===== src/mmpn_pkg.sv =====
// Package for the min/max preview normalizer.
// Holds widths, beat payload types and the queue entry type; no dependencies.
`timescale 1ns / 1ps

package mmpn_pkg;

    // Pixel word width (signed fixed point, fraction bits do not affect the ratio)
    localparam int PIXEL_BITS  = 32;
    // Preview byte width and full-scale value
    localparam int PREVIEW_BITS = 8;
    localparam logic [PREVIEW_BITS-1:0] PREVIEW_MAX = '1;
    // Default depth of the queue between front and back
    localparam int QUEUE_DEPTH = 4;

    typedef struct packed {
        logic                         mode;
        logic signed [PIXEL_BITS-1:0] pixel_value;
        logic                         frame_start;
        logic                         frame_end;
    } mmpn_in_t;

    typedef struct packed {
        logic [PREVIEW_BITS-1:0] preview_byte;
        logic                    last_pixel;
    } mmpn_out_t;

    // Decoded operation carried through the queue
    typedef enum logic {
        OP_MEASURE,
        OP_MAP
    } mmpn_op_t;

    typedef struct packed {
        mmpn_op_t                     op;
        logic signed [PIXEL_BITS-1:0] pixel;
        logic                         restart;
        logic                         last;
    } mmpn_entry_t;

    // Queue status seen by the back end
    typedef struct packed {
        logic valid;
        logic full;
    } mmpn_qstat_t;

endpackage


===== src/mmpn_front.sv =====
// Front end of the min/max preview normalizer: accepts pixel beats,
// decodes them and holds them in a short queue. Depends on mmpn_pkg.
`timescale 1ns / 1ps

module mmpn_front #(
    parameter int QUEUE_DEPTH = mmpn_pkg::QUEUE_DEPTH
) (
    input  logic                  clk,
    input  logic                  rst_n,
    input  logic                  pixel_valid,
    output logic                  pixel_stall,
    input  mmpn_pkg::mmpn_in_t    pixel,
    output mmpn_pkg::mmpn_entry_t q_entry,
    output mmpn_pkg::mmpn_qstat_t q_stat,
    input  logic                  q_pop
);

    localparam int PTR_BITS = $clog2(QUEUE_DEPTH);
    localparam int CNT_BITS = $clog2(QUEUE_DEPTH + 1);
    localparam logic [PTR_BITS-1:0] PTR_LAST = PTR_BITS'(QUEUE_DEPTH - 1);
    localparam logic [CNT_BITS-1:0] CNT_FULL = CNT_BITS'(QUEUE_DEPTH);

    mmpn_pkg::mmpn_entry_t queue_reg [QUEUE_DEPTH];
    logic [PTR_BITS-1:0] wr_ptr_reg, wr_ptr_next;
    logic [PTR_BITS-1:0] rd_ptr_reg, rd_ptr_next;
    logic [CNT_BITS-1:0] count_reg, count_next;
    mmpn_pkg::mmpn_entry_t push_entry;
    logic push;
    logic pop;

    // Decode the beat into a queue entry
    always_comb
    begin
        push_entry.op      = pixel.mode ? mmpn_pkg::OP_MAP : mmpn_pkg::OP_MEASURE;
        push_entry.pixel   = pixel.pixel_value;
        push_entry.restart = pixel.frame_start & ~pixel.mode;
        push_entry.last    = pixel.frame_end;
    end

    assign pixel_stall  = (count_reg == CNT_FULL);
    assign push         = pixel_valid & ~pixel_stall;
    assign pop          = q_pop & (count_reg != '0);
    assign q_entry      = queue_reg[rd_ptr_reg];
    assign q_stat.valid = (count_reg != '0);
    assign q_stat.full  = pixel_stall;

    // Advance pointers and occupancy
    always_comb
    begin
        wr_ptr_next = wr_ptr_reg;
        rd_ptr_next = rd_ptr_reg;
        count_next  = count_reg;
        if (push)
        begin
            wr_ptr_next = (wr_ptr_reg == PTR_LAST) ? '0 : wr_ptr_reg + 1'b1;
        end
        if (pop)
        begin
            rd_ptr_next = (rd_ptr_reg == PTR_LAST) ? '0 : rd_ptr_reg + 1'b1;
        end
        if (push && !pop)
        begin
            count_next = count_reg + 1'b1;
        end
        else if (pop && !push)
        begin
            count_next = count_reg - 1'b1;
        end
    end

    always_ff @(posedge clk or negedge rst_n)
    begin
        if (!rst_n)
        begin
            wr_ptr_reg <= '0;
            rd_ptr_reg <= '0;
            count_reg  <= '0;
        end
        else
        begin
            wr_ptr_reg <= wr_ptr_next;
            rd_ptr_reg <= rd_ptr_next;
            count_reg  <= count_next;
        end
    end

    // Store the accepted beat
    always_ff @(posedge clk)
    begin
        if (push)
        begin
            queue_reg[wr_ptr_reg] <= push_entry;
        end
    end

endmodule


===== src/mmpn_back.sv =====
// Back end of the min/max preview normalizer: tracks frame min/max and maps
// pixels with an 8-step restoring divider. Depends on mmpn_pkg.
`timescale 1ns / 1ps

module mmpn_back (
    input  logic                  clk,
    input  logic                  rst_n,
    input  mmpn_pkg::mmpn_entry_t q_entry,
    input  mmpn_pkg::mmpn_qstat_t q_stat,
    output logic                  q_pop,
    output logic                  result_valid,
    input  logic                  result_stall,
    output mmpn_pkg::mmpn_out_t   result
);

    localparam int PB       = mmpn_pkg::PIXEL_BITS;
    localparam int QB       = mmpn_pkg::PREVIEW_BITS;
    localparam int REM_BITS = PB + QB;
    localparam int STEP_BITS = $clog2(QB);

    localparam logic [1:0] ST_IDLE  = 2'd0;
    localparam logic [1:0] ST_CHECK = 2'd1;
    localparam logic [1:0] ST_DIV   = 2'd2;
    localparam logic [1:0] ST_EMIT  = 2'd3;

    localparam logic signed [PB-1:0] MIN_RESET = {1'b0, {(PB-1){1'b1}}};
    localparam logic signed [PB-1:0] MAX_RESET = {1'b1, {(PB-1){1'b0}}};
    localparam logic [STEP_BITS-1:0] STEP_FIRST = STEP_BITS'(QB - 1);

    logic [1:0] state_reg, state_next;
    logic signed [PB-1:0] min_reg, min_next;
    logic signed [PB-1:0] max_reg, max_next;
    logic signed [PB:0]   diff_reg, diff_next;
    logic [PB-1:0]        range_reg, range_next;
    logic [REM_BITS-1:0]  rem_reg, rem_next;
    logic [REM_BITS-1:0]  dvs_reg, dvs_next;
    logic [QB-1:0]        quot_reg, quot_next;
    logic [STEP_BITS-1:0] step_reg, step_next;
    logic                 last_reg, last_next;
    logic                 out_valid_reg, out_valid_next;
    mmpn_pkg::mmpn_out_t  out_reg, out_next;

    logic signed [PB:0]  diff_full;
    logic signed [PB:0]  range_full;
    logic [PB-1:0]       diff_mag;
    logic                out_free;
    logic                rem_ge;

    assign out_free     = ~out_valid_reg | ~result_stall;
    assign result_valid = out_valid_reg;
    assign result       = out_reg;

    // Offset from minimum and span of the current frame
    assign diff_full  = $signed({q_entry.pixel[PB-1], q_entry.pixel})
                      - $signed({min_reg[PB-1], min_reg});
    assign range_full = $signed({max_reg[PB-1], max_reg})
                      - $signed({min_reg[PB-1], min_reg});
    assign diff_mag   = diff_reg[PB-1:0];
    assign rem_ge     = (rem_reg >= dvs_reg);

    always_comb
    begin
        state_next     = state_reg;
        min_next       = min_reg;
        max_next       = max_reg;
        diff_next      = diff_reg;
        range_next     = range_reg;
        rem_next       = rem_reg;
        dvs_next       = dvs_reg;
        quot_next      = quot_reg;
        step_next      = step_reg;
        last_next      = last_reg;
        out_valid_next = out_valid_reg & result_stall;
        out_next       = out_reg;
        q_pop          = 1'b0;

        case (state_reg)
            ST_IDLE:
            begin
                if (q_stat.valid)
                begin
                    q_pop = 1'b1;
                    if (q_entry.op == mmpn_pkg::OP_MEASURE)
                    begin
                        // Reload or widen the running bounds
                        if (q_entry.restart)
                        begin
                            min_next = q_entry.pixel;
                            max_next = q_entry.pixel;
                        end
                        else
                        begin
                            if (q_entry.pixel < min_reg)
                            begin
                                min_next = q_entry.pixel;
                            end
                            if (q_entry.pixel > max_reg)
                            begin
                                max_next = q_entry.pixel;
                            end
                        end
                    end
                    else
                    begin
                        // Capture offset and span, floor span at one LSB
                        diff_next  = diff_full;
                        last_next  = q_entry.last;
                        if (range_full[PB] || range_full == '0)
                        begin
                            range_next = PB'(1);
                        end
                        else
                        begin
                            range_next = range_full[PB-1:0];
                        end
                        state_next = ST_CHECK;
                    end
                end
            end

            ST_CHECK:
            begin
                // Clamp outside the span, otherwise start the divider
                if (diff_reg[PB] || diff_reg == '0)
                begin
                    quot_next  = '0;
                    state_next = ST_EMIT;
                end
                else if (diff_mag >= range_reg)
                begin
                    quot_next  = mmpn_pkg::PREVIEW_MAX;
                    state_next = ST_EMIT;
                end
                else
                begin
                    rem_next   = {diff_mag, QB'(0)} - {QB'(0), diff_mag};
                    dvs_next   = {1'b0, range_reg, (QB-1)'(0)};
                    quot_next  = '0;
                    step_next  = STEP_FIRST;
                    state_next = ST_DIV;
                end
            end

            ST_DIV:
            begin
                // One quotient bit per cycle
                if (rem_ge)
                begin
                    rem_next = rem_reg - dvs_reg;
                end
                quot_next = {quot_reg[QB-2:0], rem_ge};
                dvs_next  = dvs_reg >> 1;
                step_next = step_reg - 1'b1;
                if (step_reg == '0)
                begin
                    state_next = ST_EMIT;
                end
            end

            ST_EMIT:
            begin
                // Hand the byte to the output register once it is free
                if (out_free)
                begin
                    out_valid_next        = 1'b1;
                    out_next.preview_byte = quot_reg;
                    out_next.last_pixel   = last_reg;
                    state_next            = ST_IDLE;
                end
            end

            default:
            begin
                state_next = ST_IDLE;
            end
        endcase
    end

    always_ff @(posedge clk or negedge rst_n)
    begin
        if (!rst_n)
        begin
            state_reg     <= ST_IDLE;
            min_reg       <= MIN_RESET;
            max_reg       <= MAX_RESET;
            out_valid_reg <= 1'b0;
        end
        else
        begin
            state_reg     <= state_next;
            min_reg       <= min_next;
            max_reg       <= max_next;
            out_valid_reg <= out_valid_next;
        end
    end

    // Datapath registers
    always_ff @(posedge clk)
    begin
        diff_reg  <= diff_next;
        range_reg <= range_next;
        rem_reg   <= rem_next;
        dvs_reg   <= dvs_next;
        quot_reg  <= quot_next;
        step_reg  <= step_next;
        last_reg  <= last_next;
        out_reg   <= out_next;
    end

endmodule


===== src/min_max_preview_normalizer.sv =====
// Min/max contrast stretch of a signed fixed-point pixel stream to 8 bits.
// Frame is streamed twice: measure beats (mode 0) track min and max, map
// beats (mode 1) return floor((pixel - min) * 255 / range), range >= 1 LSB.
// Channels: pixel (pixel_valid / pixel_stall) in, result (result_valid /
// result_stall) out; a beat moves when valid is high and stall is low.
// Only map beats produce a result beat, in the order they were accepted.
// A map result passes from the queue through the check and emit states
// when the pixel lies outside the measured span, and also through the
// states of the 8-step restoring divider when it needs the divider. Measure
// beats retire one per cycle while no map beat holds the back end.
// A queue of QUEUE_DEPTH beats keeps the input open while the back end
// works; pixel_stall rises only when that queue is full.
// Reset clears the queue and output register and sets min to the largest
// and max to the most negative value, so early maps see a one-LSB range.
// When result_stall is high the result beat holds; the back end finishes
// the next beat and waits, and the queue then fills and stalls the input.
// Depends on mmpn_pkg, mmpn_front and mmpn_back.
`timescale 1ns / 1ps

module min_max_preview_normalizer #(
    parameter int QUEUE_DEPTH = mmpn_pkg::QUEUE_DEPTH
) (
    input  logic                clk,
    input  logic                rst_n,
    input  logic                pixel_valid,
    output logic                pixel_stall,
    input  mmpn_pkg::mmpn_in_t  pixel,
    output logic                result_valid,
    input  logic                result_stall,
    output mmpn_pkg::mmpn_out_t result
);

    mmpn_pkg::mmpn_entry_t q_entry;
    mmpn_pkg::mmpn_qstat_t q_stat;
    logic                  q_pop;

    // Accept and decode beats into the queue
    mmpn_front #(
        .QUEUE_DEPTH (QUEUE_DEPTH)
    ) u_front (
        .clk         (clk),
        .rst_n       (rst_n),
        .pixel_valid (pixel_valid),
        .pixel_stall (pixel_stall),
        .pixel       (pixel),
        .q_entry     (q_entry),
        .q_stat      (q_stat),
        .q_pop       (q_pop)
    );

    // Update bounds and map pixels
    mmpn_back u_back (
        .clk          (clk),
        .rst_n        (rst_n),
        .q_entry      (q_entry),
        .q_stat       (q_stat),
        .q_pop        (q_pop),
        .result_valid (result_valid),
        .result_stall (result_stall),
        .result       (result)
    );

`ifndef SYNTHESIS
    // Back end never pops an empty queue
    a_pop_nonempty: assert property (@(posedge clk) disable iff (!rst_n)
        q_pop |-> q_stat.valid)
        else $error("queue popped while empty");

    // A full queue is never reported empty
    a_full_valid: assert property (@(posedge clk) disable iff (!rst_n)
        q_stat.full |-> q_stat.valid)
        else $error("queue full but not valid");

    // Retiring a measure beat cannot start a result beat next cycle
    a_measure_silent: assert property (@(posedge clk) disable iff (!rst_n)
        (q_pop && q_entry.op == mmpn_pkg::OP_MEASURE) |=> !$rose(result_valid))
        else $error("result produced by a measure beat");
`endif

endmodule


===== config.mk =====
export PLATFORM = sky130hd
export DESIGN_NAME = min_max_preview_normalizer
export DESIGN_NICKNAME = d
export VERILOG_FILES = /design/src/mmpn_pkg.sv /design/src/mmpn_front.sv /design/src/mmpn_back.sv /design/src/min_max_preview_normalizer.sv
export SDC_FILE = /design/constraint.sdc
export NUM_CORES = 1
export LEC_CHECK = 0
export BUFFER_PORTS_ARGS = -buffer_cell sky130_fd_sc_hd__buf_2
export CAP_MARGIN = 0
export CORE_MARGIN = 8
export CORE_UTILIZATION = 30
export CTS_BUF_LIST = sky130_fd_sc_hd__clkbuf_4
export DETAILED_ROUTE_END_ITERATION = 10
export RECOVER_POWER = 50
export SLEW_MARGIN = 40
export SYNTH_ARGS = -nofsm -noshare
export SYNTH_HDL_FRONTEND = slang
export SYNTH_SLANG_ARGS = --single-unit
export TNS_END_PERCENT = 50

===== constraint.sdc =====
create_clock -name clk -period 5.4 [get_ports clk]
set_input_delay 1.08 -clock clk [delete_from_list [all_inputs] [get_ports clk]]
set_output_delay 1.08 -clock clk [all_outputs]
set_load 0.03 [all_outputs]

# After elaboration in Yosys (flattened, before gate mapping)
# Memory sizes are Yosys's and may differ from the RTL's.
# Cells that the tools add are included.
# totals
reg_bits	240
ramBits	140
in_bits	39
n_memories	1
# op_classes
add_sub_neg	9
n_lt_le_gt_ge	4
n_eq_ne	13
muxes	35
bitwise_logic	10
n_reduce_logical	22
# memory_table
name	depth	word_bits	read_ports	rd_clocked_by_memory_dff	write_ports	line_no	text
u_front.queue_reg	4	35	1	0	1	mmpn_front.sv:23	mmpn_pkg::mmpn_entry_t queue_reg [QUEUE_DEPTH];
# op_table
op	n
2-to-1 mux 40 bit	5
case mux 40 bit (2 select lines)	2
2-to-1 mux 32 bit	4
logical NOT 33 bit	2
subtractor 32 x 32 -> 33 bit	2
>= comparator 40 bit	1
subtractor 40 x 32 -> 40 bit	1
subtractor 40 bit	1
>= comparator 32 bit	1
> comparator 32 bit	1
< comparator 32 bit	1
2-to-1 mux 8 bit	2
case mux 8 bit (2 select lines)	1
AND reduction 4 bit	4
2-to-1 mux 2 bit	7
2-to-1 mux 3 bit	4
equality test 2 bit (second input constant)	4
2-to-1 mux 1 bit	8
!= test 2 x 1 -> 1 bit (second input constant)	4
case mux 2 bit (4 select lines)	1
nonzero test 2 bit	4
!= test 2 bit (second input constant)	3
case mux 3 bit (2 select lines)	1
AND reduction 3 bit	2
15 further kinds	27

# Longest topological paths before layout
# Gate-level depths: netlist of the first run.
# logic_depth
depth_word	7
ltp_mapped	16
depth_no_buf	14

# Modules after synthesis
# A second synthesis of the first run with hierarchy kept.
# hier_totals
hier_cells	2138
hier_area_um2	23376.2
# by_module_without_submodules
module	instances	cells_each	area_per_inst_um2
mmpn_back	1	1916	17797.1
mmpn_front	1	222	5579.1

# Worst setup path after synthesis of the first run
# No wires, ideal clock.
# synth_timing
kind	register to register
from	register u_back.diff_reg[0]
to	register u_back.rem_reg[0] (enable)
arrival_ns	5.073
required_ns	4.905
path_slack_ns	-0.168
path_stages_with_launch	13
n_path_buf	0
cell_sequence	edfxtp_1 > inv_1 > ha_1 > nand2b_1 > a21o_1 > a21o_1 > a21o_1 > a21o_1 > a21oi_1 > o21a_1 > o21ai_0 > o221a_2 > nor3b_1
# synth_between
elab_chain_len	4
word_cells_on_any_way	6
cone_classes	order compare: 1; eq/ne: 2; reduce/logical: 3
# synth_rtl
element	line_no	text
start, declared	mmpn_back.sv:33	logic signed [PB:0] diff_reg, diff_next;
start signal, assigned	mmpn_back.sv:200	diff_reg <= diff_next;
parallel branches: the longest is 3 deep, another holds >= comparator 32 bit	--	
AND reduction 4 bit (no source line) *	--	
end signal, assigned	mmpn_back.sv:202	rem_reg <= rem_next;
end, declared	mmpn_back.sv:35	logic [REM_BITS-1:0] rem_reg, rem_next;
# Mark *: on every way between the ends.
# A chain may end at the register's enable or synchronous reset.

# Worst setup path in the final report of the first run
# layout_timing
from	register u_back.state_reg[0]
to	register u_back.dvs_reg[7] (data pin)
# layout_between
elab_chain_len	2
word_cells_on_any_way	3
cone_classes	eq/ne: 2; mux: 1
# layout_rtl
element	line_no	text
start, declared	mmpn_back.sv:30	logic [1:0] state_reg, state_next;
start signal, assigned	mmpn_back.sv:190	state_reg <= state_next;
equality test 2 bit / equality test 2 x 1 -> 1 bit (equally long branches)	mmpn_back.sv:77	case (state_reg)
case mux 40 bit (2 select lines) *	mmpn_back.sv:77	
via u_back.dvs_next[7]	mmpn_back.sv:36	logic [REM_BITS-1:0] dvs_reg, dvs_next;
end signal, assigned	mmpn_back.sv:203	dvs_reg <= dvs_next;
end, declared	mmpn_back.sv:36	
# The timed path passes the listed nets; every way through them passes the cells marked *.

==> qor.csv, run 1 <==
metric,value,unit
required time worst endpoint,6000,ps
crit end category,flip-flop,
Vias/cell,4.94,
Initial Utilization,0.302,
Syn-to-layout area delta,11.7,%
fraction of layout cells with a size suffix above 1,0.154,
#FFs+latches synth,379,
ys async rst share,0.195,
TritonRoute pass-1 iters,5,
I/O pins,50,
cells along the critical path,inv_1 -> ha_1 -> clkbuf_1 -> dlymetal6s2s_1 -> mux2_2,
failing checks,"max-capacitance violations, max-slew violations",
initial antenna violation count,2,
Antenna Nets Post-Route,0,
"delay-heaviest family, CP",buffers and inverters,
Post-synth EDFFs,305,
CTS Buffer Depth,3,
H-Tree Depth,3,
crit path DAT,5160,ps
Slew headroom,-0.573,
vias in the first global route,16900,
overall routed net length,54100,µm
fin. max-slew vios,209,
root buffer cell,clkbuf_4,
Mapped Area,0.0233,mm²
total CTS buffers,102,
Crit-path slowest cell,dlymetal6s2s_1,
post-synthesis area per instance,11.1,µm²
crit share post-route,0.844,
"slowest stage delay, CP",1580,ps
fillers,7781,
status,"complete, but fails checks",
largest cells by area after synthesis,"edfxtp_1 (39%), ha_1 (11%), dfrtp_1 (4.5%)",
vias,16500,
Sink Count,379,
Clock Skew,63.3,ps
final RePlAce weighted congestion,0.882,
"Primary FF master, synth",edfxtp_1,
Critical Path Stages,5,
worst r2r path cells,5,
core region area,0.0772,mm²
die height,295,µm
final net count,2469,
DP Wirelength,40300,µm
CP bufs+invs,3,
Clock Latency Late Sink,880,ps
DRC viols,0,
RSZ-0062 raised after global routing,no,
Synth warnings,0,
clk slew on worst S/H paths,60,ps
gr usage total,0.123,
sequential share of the synthesized area,0.474,
max cap viols,5,
largest net degree at the start of global routing,72,
number of library cell types mapped by synthesis,86,
global route overflow,0,
post_cts resized,0,
# rows,102,
IO buf count,49,
CTS tree,yes,
Synth top area share,0.393,
worst hold stages,0,
Die W,295,µm
DR WL/cell,16.2,µm
CP startpoint kind,flip-flop,
Worst Max-Slew Pin Slew,2360,ps
die area,0.0868,mm²
number of flip-flops in the largest register,140,
final worst path period need,4560,ps
Final setup viols,0,
DRT iter0 DRCs,814,
FF-to-FF setup slack,840,ps
Peak Freq,219,MHz
Setup TNS Final,0,ps
postcts setup bufs,0,
Yosys top cell by area,edfxtp_1,
Post-Syn Instances,2103,
crit path kind,flip-flop to flip-flop,
Final Hold Viols,0,
crit-path max FO,66,
syn_nets,2351,
Hold WC Path Type,flip-flop to flip-flop,
first-pass GRT wire length,87300,µm
-- logic make-up (layout without fill, tap and decap cells) --
logic type      Yosys count  in the layout  synth area share
flops                   379            379             0.474
other cells               0              9                 0
xor+xnor                108            108            0.0406
mux                     114            114            0.0713
fa+ha+maj               209            209             0.114
buf+inv                 266            456            0.0438
compound gates          532            532             0.149
simple gates            495            495             0.107
-- cell usage after synthesis (14+ instances only) --
master / n
o21a_1: 30
nor4_1: 16
o21ai_0: 115
nor2b_1: 42
mux2_2: 65
o211ai_1: 14
a21o_1: 96
ha_1: 205
a21oi_1: 139
nand3_1: 33
a211oi_1: 19
nand2b_1: 25
dfrtp_1: 42
clkbuf_1: 43
nand4_1: 31
inv_1: 210
dfstp_2: 32
mux4_2: 35
nor3_1: 41
a31oi_1: 16
nor2_1: 120
mux2i_1: 14
edfxtp_1: 305
and2_1: 18
xnor2_1: 59
nand2_1: 112
xor2_1: 49
-- layout make-up --
cell class / count / area [µm²] / share of cell area
diodes: 9 / 22.5 / 0.000865
clock buffers: 143 / 1070 / 0.0412
clock inverters: 33 / 170 / 0.00654
inverters: 211 / 792 / 0.0304
multi-input cells: 1458 / 11300 / 0.433
flip-flops and latches: 379 / 11100 / 0.425
well taps: 1040 / 1300 / 0.0500
repair buffers: 69 / 357 / 0.0137
-- layout by cell type, fill, tap and decap left out, drive strengths merged, types with 15 or more instances in the layout --
cell type	count
clkbuf	184
o21ai	118
xor2	49
mux4	35
a21oi	140
a211oi	19
xnor2	59
o21a	30
nor2b	42
nand2b	25
o211ai	15
dfstp	32
dfrtp	42
nand3	34
nand2	112
inv	214
and2	21
a21o	98
a31oi	17
buf	26
nor4	17
nor2	120
ha	205
edfxtp	305
clkinv	29
mux2	65
nand4	31
and3	15
nor3	44
-- metal layers --
metal,vias up,track usage,routed length (µm)
met5,-,0,0
met4,0,0.0427,1250
met3,90,0.0234,2220
met2,346,0.202,25400
met1,7985,0.160,25200
li1,8093,-,-
-- through the flow --
stage	util	instance area (µm²)	worst slack [ps]	hold WS [ps]	std cells
CTS	0.338	26100	773	326	3333
finish	0.337	26000	841	434	3342
floorplan	-	23300	884	400	2103
global placement	0.321	24800	845	412	3155
detailed placement	0.322	24800	838	420	3156
global route	0.337	26000	346	352	3339
-- worst reg2reg max path: cells and delay by family, from the launching register on --
family	cells	cell delay, ps
fa+ha+maj	1	650
buf+inv	3	2800
flops	1	400
mux	1	490
-- path summary, 6_finish.rpt --
path	start	to
worst max-delay path	u_back.state_reg[0]$_DFFE_PN0P_	u_back.dvs_reg[7]$_DFFE_PP_
worst min-delay path	u_back.quot_reg[7]$_DFFE_PP_	u_back.result[8]$_DFFE_PP_
worst max register to register	u_back.state_reg[0]$_DFFE_PN0P_	u_back.dvs_reg[7]$_DFFE_PP_
worst min register to register	u_back.quot_reg[7]$_DFFE_PP_	u_back.result[8]$_DFFE_PP_
max in group asynchronous	rst_n	u_back.max_reg[2]$_DFFE_PN0P_
min in group asynchronous	rst_n	u_back.state_reg[1]$_DFFE_PN0P_
-- timing repair --
item / 4_1_cts / 5_1_grt
endpoints found under the hold margin: 3 / 0
setup endpoints to repair: 0 / 0
hold buffers: 1 / 0
Power of run 1 is not shown: default switching activity piles up to over one toggle a cycle in this logic, so the estimate is an artifact.
==> run 2: changes to the inputs <==
- ABC_AREA: default -> 1
- clock period: 5.4 -> 3.68 ns (I/O delays scaled with it)
==> run 2 against run 1 <==
Clock skew grew 26 ps. Via count is 36% higher. Global-route usage rose by 3.1 points. The run still ends with max-capacitance violations, max-slew violations left. Critical path depth grew 1. Sequential cell count is the same. Core utilization grew 0.60 points. Synthesized cell count up 55%.
==> qor.csv, run 2 <==
metric,value,unit,change
DR WL/cell,16.0,µm,-1.4%
I/O pins,50,,unchanged
# rows,107,,+4.9%
sequential share of the synthesized area,0.432,,-0.0424
CTS Buffer Depth,3,,unchanged
Antenna Nets Post-Route,0,,unchanged
clk slew on worst S/H paths,70,ps,about the same
Synth top area share,0.358,,-0.0351
H-Tree Depth,3,,unchanged
Hold WC Path Type,input port to flip-flop,,
crit end category,flip-flop,,
vias,22400,,+36%
die height,308,µm,+4.5%
post-synthesis area per instance,7.85,µm²,-29%
global route overflow,0,,unchanged
TritonRoute pass-1 iters,7,,+2
root buffer cell,clkbuf_4,,
"Primary FF master, synth",edfxtp_1,,
worst hold stages,1,,+1
Worst R2R Start,u_back.state_reg[0]$_DFFE_PN0P_,,
FF-to-FF setup slack,240,ps,-600 ps
Sink Count,379,,unchanged
failing checks,"max-capacitance violations, max-slew violations",,
worst r2r path cells,6,,+1
Initial Utilization,0.301,,-0.000338
hold path startpoint,pixel[31],,
Die W,308,µm,+4.5%
final net count,3683,,+49%
DP Wirelength,57500,µm,+43%
RR Endpoint,u_back.rem_reg[4]$_DFFE_PP_,,
crit path DAT,4170,ps,-990 ps
IO buf count,49,,unchanged
Post-synth EDFFs,305,,unchanged
Worst Max-Slew Pin Slew,2310,ps,-52.3 ps
Yosys top cell by area,edfxtp_1,,
Vias/cell,4.81,,-2.6%
CP startpoint kind,flip-flop,,
overall routed net length,74300,µm,+37%
Final WS setup,238,ps,-604 ps
most frequent cells in the layout,"nand2_1 (806), inv_1 (508), nor2_1 (339)",,
most common cell in the netlist,nand2_1,,
Peak Freq,291,MHz,+32%
syn_nets,3507,,+49%
Slew headroom,-0.538,,+0.0349
Post-Place Cell Area,0.0277,mm²,+11%
total CTS buffers,100,,-2.0%
fraction of layout cells with a size suffix above 1,0.0908,,-0.0627
fin. max-slew vios,188,,-10%
max cap viols,2,,-3
final RePlAce weighted congestion,0.978,,+11%
"commonest non-fill, non-tap cell in the layout",nand2_1,,
number of flip-flops in the largest register,140,,unchanged
DRC viols,0,,unchanged
die area,0.0949,mm²,+9.3%
crit share post-route,0.935,,+0.0912
crit path kind,flip-flop to flip-flop,,
number of library cell types mapped by synthesis,52,,-40%
core region area,0.0849,mm²,+9.9%
postcts setup bufs,0,,unchanged
gr usage total,0.154,,+0.0314
vias in the first global route,22100,,+31%
Post-Syn Instances,3259,,+55%
worst hold slack,159,ps,-276 ps
Final setup viols,0,,unchanged
Clock Skew,89.5,ps,+26.3 ps
crit-path max FO,125,,+89%
largest cells by area after synthesis,"edfxtp_1 (36%), nand2_1 (12%), ha_1 (10%)",,
status,"complete, but fails checks",,
Hold Path End,u_front.queue_reg[2][31]$_DFFE_PP_,,
Final Hold Viols,0,,unchanged
fin area,0.0291,mm²,+12%
first-pass GRT wire length,117000,µm,+34%
Clock Latency Late Sink,890,ps,about the same
Mapped Area,0.0256,mm²,+9.8%
Synth warnings,0,,unchanged
post-placement setup slack,185,ps,-653 ps
Setup TNS Final,0,ps,unchanged
CTS tree,yes,,
largest net degree at the start of global routing,126,,+75%
#FFs+latches synth,379,,unchanged
required time worst endpoint,4410,ps,-1590 ps
Syn-to-layout area delta,13.9,%,
initial antenna violation count,1,,-1
RSZ-0062 raised after global routing,yes,,
Commonest cells post-synth,"nand2_1 (806), inv_1 (508), nor2_1 (345)",,
ys async rst share,0.195,,unchanged
final worst path period need,3440,ps,-1120 ps
fillers,9061,,+16%
DRT iter0 DRCs,1468,,+80%
-- run 2: changes by cell type after synthesis, sizes merged, moves of 40 or more --
cell	before	now
inv	210	513
a21oi	140	218
mux2	65	1
xnor2	59	19
nor2b	42	0
nand3	34	175
nand2	112	818
o21ai	118	254
a21o	98	16
nor2	120	357
-- run 2: logic make-up (layout without fill, tap and decap cells) --
logic type / Yosys count / after routing / synth area share
fa+ha+maj: 209 / 209 / 0.103
compound gates: 600 / 600 / 0.128
other cells: 0 / 1 / 0
simple gates: 1444 / 1445 / 0.233
flops: 379 / 379 / 0.432
mux: 1 / 1 / 0.000440
xor+xnor: 49 / 49 / 0.0168
buf+inv: 577 / 829 / 0.0869
-- run 2: routing by layer --
metal / share of wire / wire length [µm] / up-vias / track usage
met5: 0 / 0 / - / 0
li1: - / - / 11300 / -
met3: 0.057 / 4240 / 125 / 0.0250
met4: 0.025 / 1870 / 0 / 0.0493
met1: 0.46 / 34300 / 10400 / 0.207
met2: 0.46 / 33900 / 616 / 0.253
-- run 2: cell type report --
cell class	instances	area (µm²)	area share
multi-input cells	2304	12400	0.426
flip-flops and latches	379	11100	0.379
inverters	513	1930	0.0662
well taps	1144	1430	0.0491
clock buffers	137	1030	0.0353
repair buffers	137	1030	0.0353
clock inverters	42	244	0.00838
diodes	1	2.50	0.0000859
-- run 2: how the worst max path moves through the flow --
stage                                      startpoint                            end  slack [ps]  cells after the start
floorplan             u_back.dvs_reg[0]$_SDFFCE_PN0P_    u_back.rem_reg[0]$_DFFE_PP_         110                     11
global placement    u_front.rd_ptr_reg[0]$_DFFE_PN0P_  u_back.diff_reg[32]$_DFFE_PP_         200                     16
detailed placement  u_front.rd_ptr_reg[0]$_DFFE_PN0P_  u_back.diff_reg[32]$_DFFE_PP_         180                     16
CTS                 u_front.rd_ptr_reg[0]$_DFFE_PN0P_  u_back.diff_reg[32]$_DFFE_PP_         120                     16
global route        u_front.rd_ptr_reg[0]$_DFFE_PN0P_  u_back.diff_reg[32]$_DFFE_PP_         -20                     16
finish                u_back.state_reg[0]$_DFFE_PN0P_    u_back.rem_reg[4]$_DFFE_PP_         240                      6
-- run 2: what timing repair did --
| action | 4_1_cts | 5_1_grt |
|---|---|---|
| endpoints found under the setup margin | 0 | 29 |
| resized for setup | 0 | 7 |
| hold buffers | 20 | 0 |
| hold endpoints to repair | 89 | 0 |
-- run 2: worst max-delay path: stages (launching register included) --
cell and delay, ps:
dfrtp_1 420, inv_1 100, ha_1 270, buf_2 1650, o21ai_0 280, a21oi_1 340
a31o_2 160
-- run 2: per-stage QoR --
step / util / std cells
6_report: 0.343 / 4657
5_1_grt: 0.343 / 4657
3_5_place_dp: 0.326 / 4456
4_1_cts: 0.344 / 4655
2_1_floorplan: - / 3259
3_3_place_gp: 0.326 / 4456
Power of run 2 is left out for the same reason.
